**config.mk**
```make
export PLATFORM = sky130hd
export DESIGN_NAME = pvhp_ram
export DESIGN_NICKNAME = d
export VERILOG_FILES = /design/src/hw/rtl/pvhp_ram.sv
export SDC_FILE = /design/constraint.sdc
export NUM_CORES = 2
export LEC_CHECK = 0
export BUFFER_PORTS_ARGS = -buffer_cell sky130_fd_sc_hd__buf_2
export CORE_AREA = 4 4 743 450
export DETAILED_ROUTE_END_ITERATION = 16
export DIE_AREA = 0 0 747 454
export PLACE_DENSITY_LB_ADDON = 0.3
export RECOVER_POWER = 25
export SETUP_SLACK_MARGIN = 0.1
export SLEW_MARGIN = 10
export SYNTH_ARGS = -nofsm -noshare
export SYNTH_HDL_FRONTEND = slang
export SYNTH_SLANG_ARGS = --single-unit
```
**constraint.sdc**
```tcl
create_clock -name i_clk -period 5.1 [get_ports i_clk]
set_input_delay 1.275 -clock i_clk [delete_from_list [all_inputs] [get_ports i_clk]]
set_output_delay 1.275 -clock i_clk [all_outputs]
set_load 0.02 [all_outputs]
```
**src/hw/rtl/pvhp_ram.sv**
```systemverilog
// Simple dual-port RAM with one write port and a registered read port.
module pvhp_ram #(
    parameter int WIDTH = 32,
    parameter int DEPTH = 128,
    parameter int AW    = (DEPTH > 1) ? $clog2(DEPTH) : 1
) (
    input  logic             i_clk,
    input  logic             i_we,
    input  logic [AW-1:0]    i_waddr,
    input  logic [WIDTH-1:0] i_wdata,
    input  logic             i_re,
    input  logic [AW-1:0]    i_raddr,
    output logic [WIDTH-1:0] o_rdata
);

    logic [WIDTH-1:0] r_mem [DEPTH];
    logic [WIDTH-1:0] r_rdata;

    // Write the addressed entry
    always_ff @(posedge i_clk) begin
        if (i_we) begin
            r_mem[i_waddr] <= i_wdata;
        end
    end

    // Register read data; hold it between reads
    always_ff @(posedge i_clk) begin
        if (i_re) begin
            r_rdata <= r_mem[i_raddr];
        end
    end

    assign o_rdata = r_rdata;

endmodule

```
=== After elaboration in Yosys (flattened, before gate mapping) ===
Memory sizes are Yosys's and may differ from the RTL's. A register that Yosys moved wholly into a read port is not among the register bits.
Index checks and enable logic that the tools add are counted.

* Multiplexer cells: 2

{| class="wikitable"
|+ Operators by type and width
! operator !! count
|-
| 1-bit two-way mux || 2
|}

* Output and inout port bits: 32
* Logic and storage cells: 3
* Bits in writable memories: 4096
* Memories kept: 1
* Input bits: 49
* Register bits: 0

{| class="wikitable"
|+ Memory list
! memory !! depth !! bits a word !! read ports !! clocked after Yosys merged registers in !! wr ports !! line !! RTL
|-
| r_mem || 128 || 32 || 1 || 1 || 1 || 16 || <nowiki>logic [WIDTH-1:0] r_mem [DEPTH];</nowiki>
|}

=== Longest topological paths before layout ===
* Word-level depth: 2
* Mapped depth: 8
* Gate-level depth less buffers: 4

=== Worst setup path after synthesis ===
No wires, ideal clock.

* Path type: input-to-reg
* From: input i_we
* To: memory r_mem[98][0] (enable)
* Buffers on the path: 1
* Arrival time: 4.053 ns
* Cell stages on the path: 3
* Required time: 4.639 ns
* Setup time: 0.461 ns
* Setup slack: 0.586 ns
* Cell sequence: clkbuf_1 > nand4_1 > nor3_1

* Cells in the longest elaborated chain, start to end: 2

{| class="wikitable"
|+ Ends and longest elaborated chain
! element !! line !! RTL
|-
| from (decl) || 8 || <nowiki>input logic i_we,</nowiki>
|-
| 1-bit two-way mux || 21 || <nowiki>if (i_we) begin</nowiki>
|-
| 1-bit two-way mux (not written as such) || 22 || <nowiki>r_mem[i_waddr] <= i_wdata;</nowiki>
|-
| to (decl) || 16 ||
|}

Every way passes these cells.

=== Worst setup path after layout ===
* From: input i_wdata[2]
* To: memory r_mem[79][2], data pin

{| class="wikitable"
|+ RTL lines
! element !! line !! RTL
|-
| from (decl) || 10 || <nowiki>input logic [WIDTH-1:0] i_wdata,</nowiki>
|}

Straight into the memory's write port.

==> flow_summary.ini <==
[detailed_routing]
routed_wl_mm = 442
drtAntennaViolNets = 0
wire_per_inst_um = 39.4
dr_total_vias = 74254
drc_errors = 0
drt-initial-drc-count = 13176
firstDrtPassIters = 6
avgViaCountPerCell = 6.62

[finish]
final_cell_mix = 4128 x edfxtp_1, 1344 x mux4_2, 360 x clkbuf_16
area_growth_pct = 13.8
final_common_cell = edfxtp_1
fillers = 23831
layout.nets = 6525
drive_gt1_share_pct = 35.9
multiInputGateArea_mm2 = 0.0323
ff_latch_area_mm2 = 0.124

[critical_path]
critPathKind = in2reg
critPathLaunchType = input port
cp_max_fo = 75
cp_top_family = buffers and inverters
end_kind = register
crit_slowest_cell = clkbuf_1
cp.arrival_ns = 5.01
worstPathRequired_ns = 5.76
path_buf_inv = 2
path_cells = clkbuf_1, buf_4
slowest_delay_ns = 2.88

[cts]
post_cts_resized = 0
postCtsSetupRepairBufs = 0
clk_pin_slew_ns = 0.06
cts_tree = done
numCtsBuffers = 355
cts_hold_buf = 0
cts_root_buf = clkbuf_16
clock_latency_ns = 0.92
htreeDepth = 5
cts.sinks = 4128
cts_buffer_depth = 4

[pwr]
vdd_ir_drop_max_mv = 0.335
p_total_mw = 68.8
powerDensity_mw_per_mm2 = 386
leakagePower_nw = 54.1

[global_routing]
antenna_found_initial = 70
grt_overflow = 0
track_usage_pct = 26.0
grt_pass1_vias = 71822
grt_pass1_wl_mm = 605
grt_max_degree = 129

[die]
die_w_um = 747
rows = 163
die_h_um = 454
io_pins = 81
core_area_mm2 = 0.328
die_area_mm2 = 0.339
start_util_pct = 47.8

[placement]
gp_congestion = 0.854
portBuffers = 80
dpl.hpwl_mm = 260

[logic_synthesis]
syn_area_mm2 = 0.157
syn_inst = 5990
syn_nets = 6039
ys_ff_latch = 4128
ys_seq_area_share_pct = 79.2
synthDistinctLibCells = 16
synth_warnings = 0
syn_avg_cell_area_um2 = 26.1

[sta]
fin_setup_tns_ns = 0
maxSlewViolCount = 1819
relSlewSlack_pct = -180
worstMarginPinSlew_ns = 4.20
max_freq_ghz = 0.230
finalCritPeriodShare_pct = 85.4
fin_crit_ns = 4.35
hold_viol = 0
rsz0062_at_grt = no
fin_skew_ns = 0.0506
finalSetupViolCount = 0

[min_path]
hold_class = in2reg

[status]
status = finished, violations left
failed_checks = max-capacitance violations, max-slew violations

[run]
maxCapViolations = 30
## sequential cells by signal, indices dropped and copies added, names as in the netlist
signal / flops
r_mem: 4096
o_rdata: 32
## layer usage
metal  routed length (um)  up-vias  GRT usage, %
li1                     -    27475             -
met1               173000    40568          39.4
met2               193000     5558          36.7
met3                64100      631          8.78
met4                11600       22          6.37
met5                  148        -             0
## cell type report
cell class                      instances  area share, %
Sequential cell                      4128           69.6
Multi-Input combinational cell       1546           18.1
Clock buffer                          429           5.20
Tap cell                             4372           3.07
Timing Repair Buffer                  445           2.70
Clock inverter                        214           1.21
Antenna cell                           76          0.107
## cells by family after synthesis
kind of cell | after synthesis | share of synthesized area, %
mux | 1376 | 19.6
buf+inv | 316 | 0.837
flops | 4128 | 79.2
simple gates | 170 | 0.445
## final timing paths
path / endpoint / start / slack [ns] / depth (start not counted)
hold reg to reg: o_rdata[18] / r_mem[95][18] / 1.20 / 4
setup / recovery: r_mem[79][2] / i_wdata[2] / 0.75 / 2
setup reg to reg: o_rdata[31] / r_mem[117][31] / 2.11 / 4
hold / removal: r_mem[28][22] / i_wdata[22] / 0.79 / 1
## Yosys cell counts
cell type / number / share of area, %
nor2_1: 122 / 0.29
nor3_1: 9 / 0.029
or3_1: 1 / 0.0040
nor2b_1: 7 / 0.028
edfxtp_1: 4128 / 79
mux2_2: 32 / 0.23
buf_6: 2 / 0.014
buf_4: 3 / 0.014
buf_2: 79 / 0.25
nand2b_1: 2 / 0.0080
nand4_1: 3 / 0.012
nand3_1: 12 / 0.038
mux4_2: 1344 / 19
nand2_1: 14 / 0.034
buf_1: 50 / 0.12
clkbuf_1: 182 / 0.44
## power breakdown
group / switching [mW] / internal, mW / leakage (nW) / total, mW
Sequential: 0.117 / 37.5 / 37.1 / 37.6
Combinational: 2.55 / 1.43 / 11.4 / 3.99
Clock: 12.2 / 15.0 / 5.58 / 27.2
## per-stage QoR
stage	instance area (um2)	hold WS, ns	std cells	setup WS [ns]	util [%]
final	178000	0.787	11210	0.746	54.4
after global routing	178000	0.758	11136	0.595	54.3
after CTS	178000	0.561	11134	1.27	54.4
after detailed placement	167000	1.20	10491	0.282	50.9
after global placement	167000	1.19	10491	0.315	50.9
after floorplan	157000	1.15	5990	0.586	-
(Power assumes the default switching activity.)
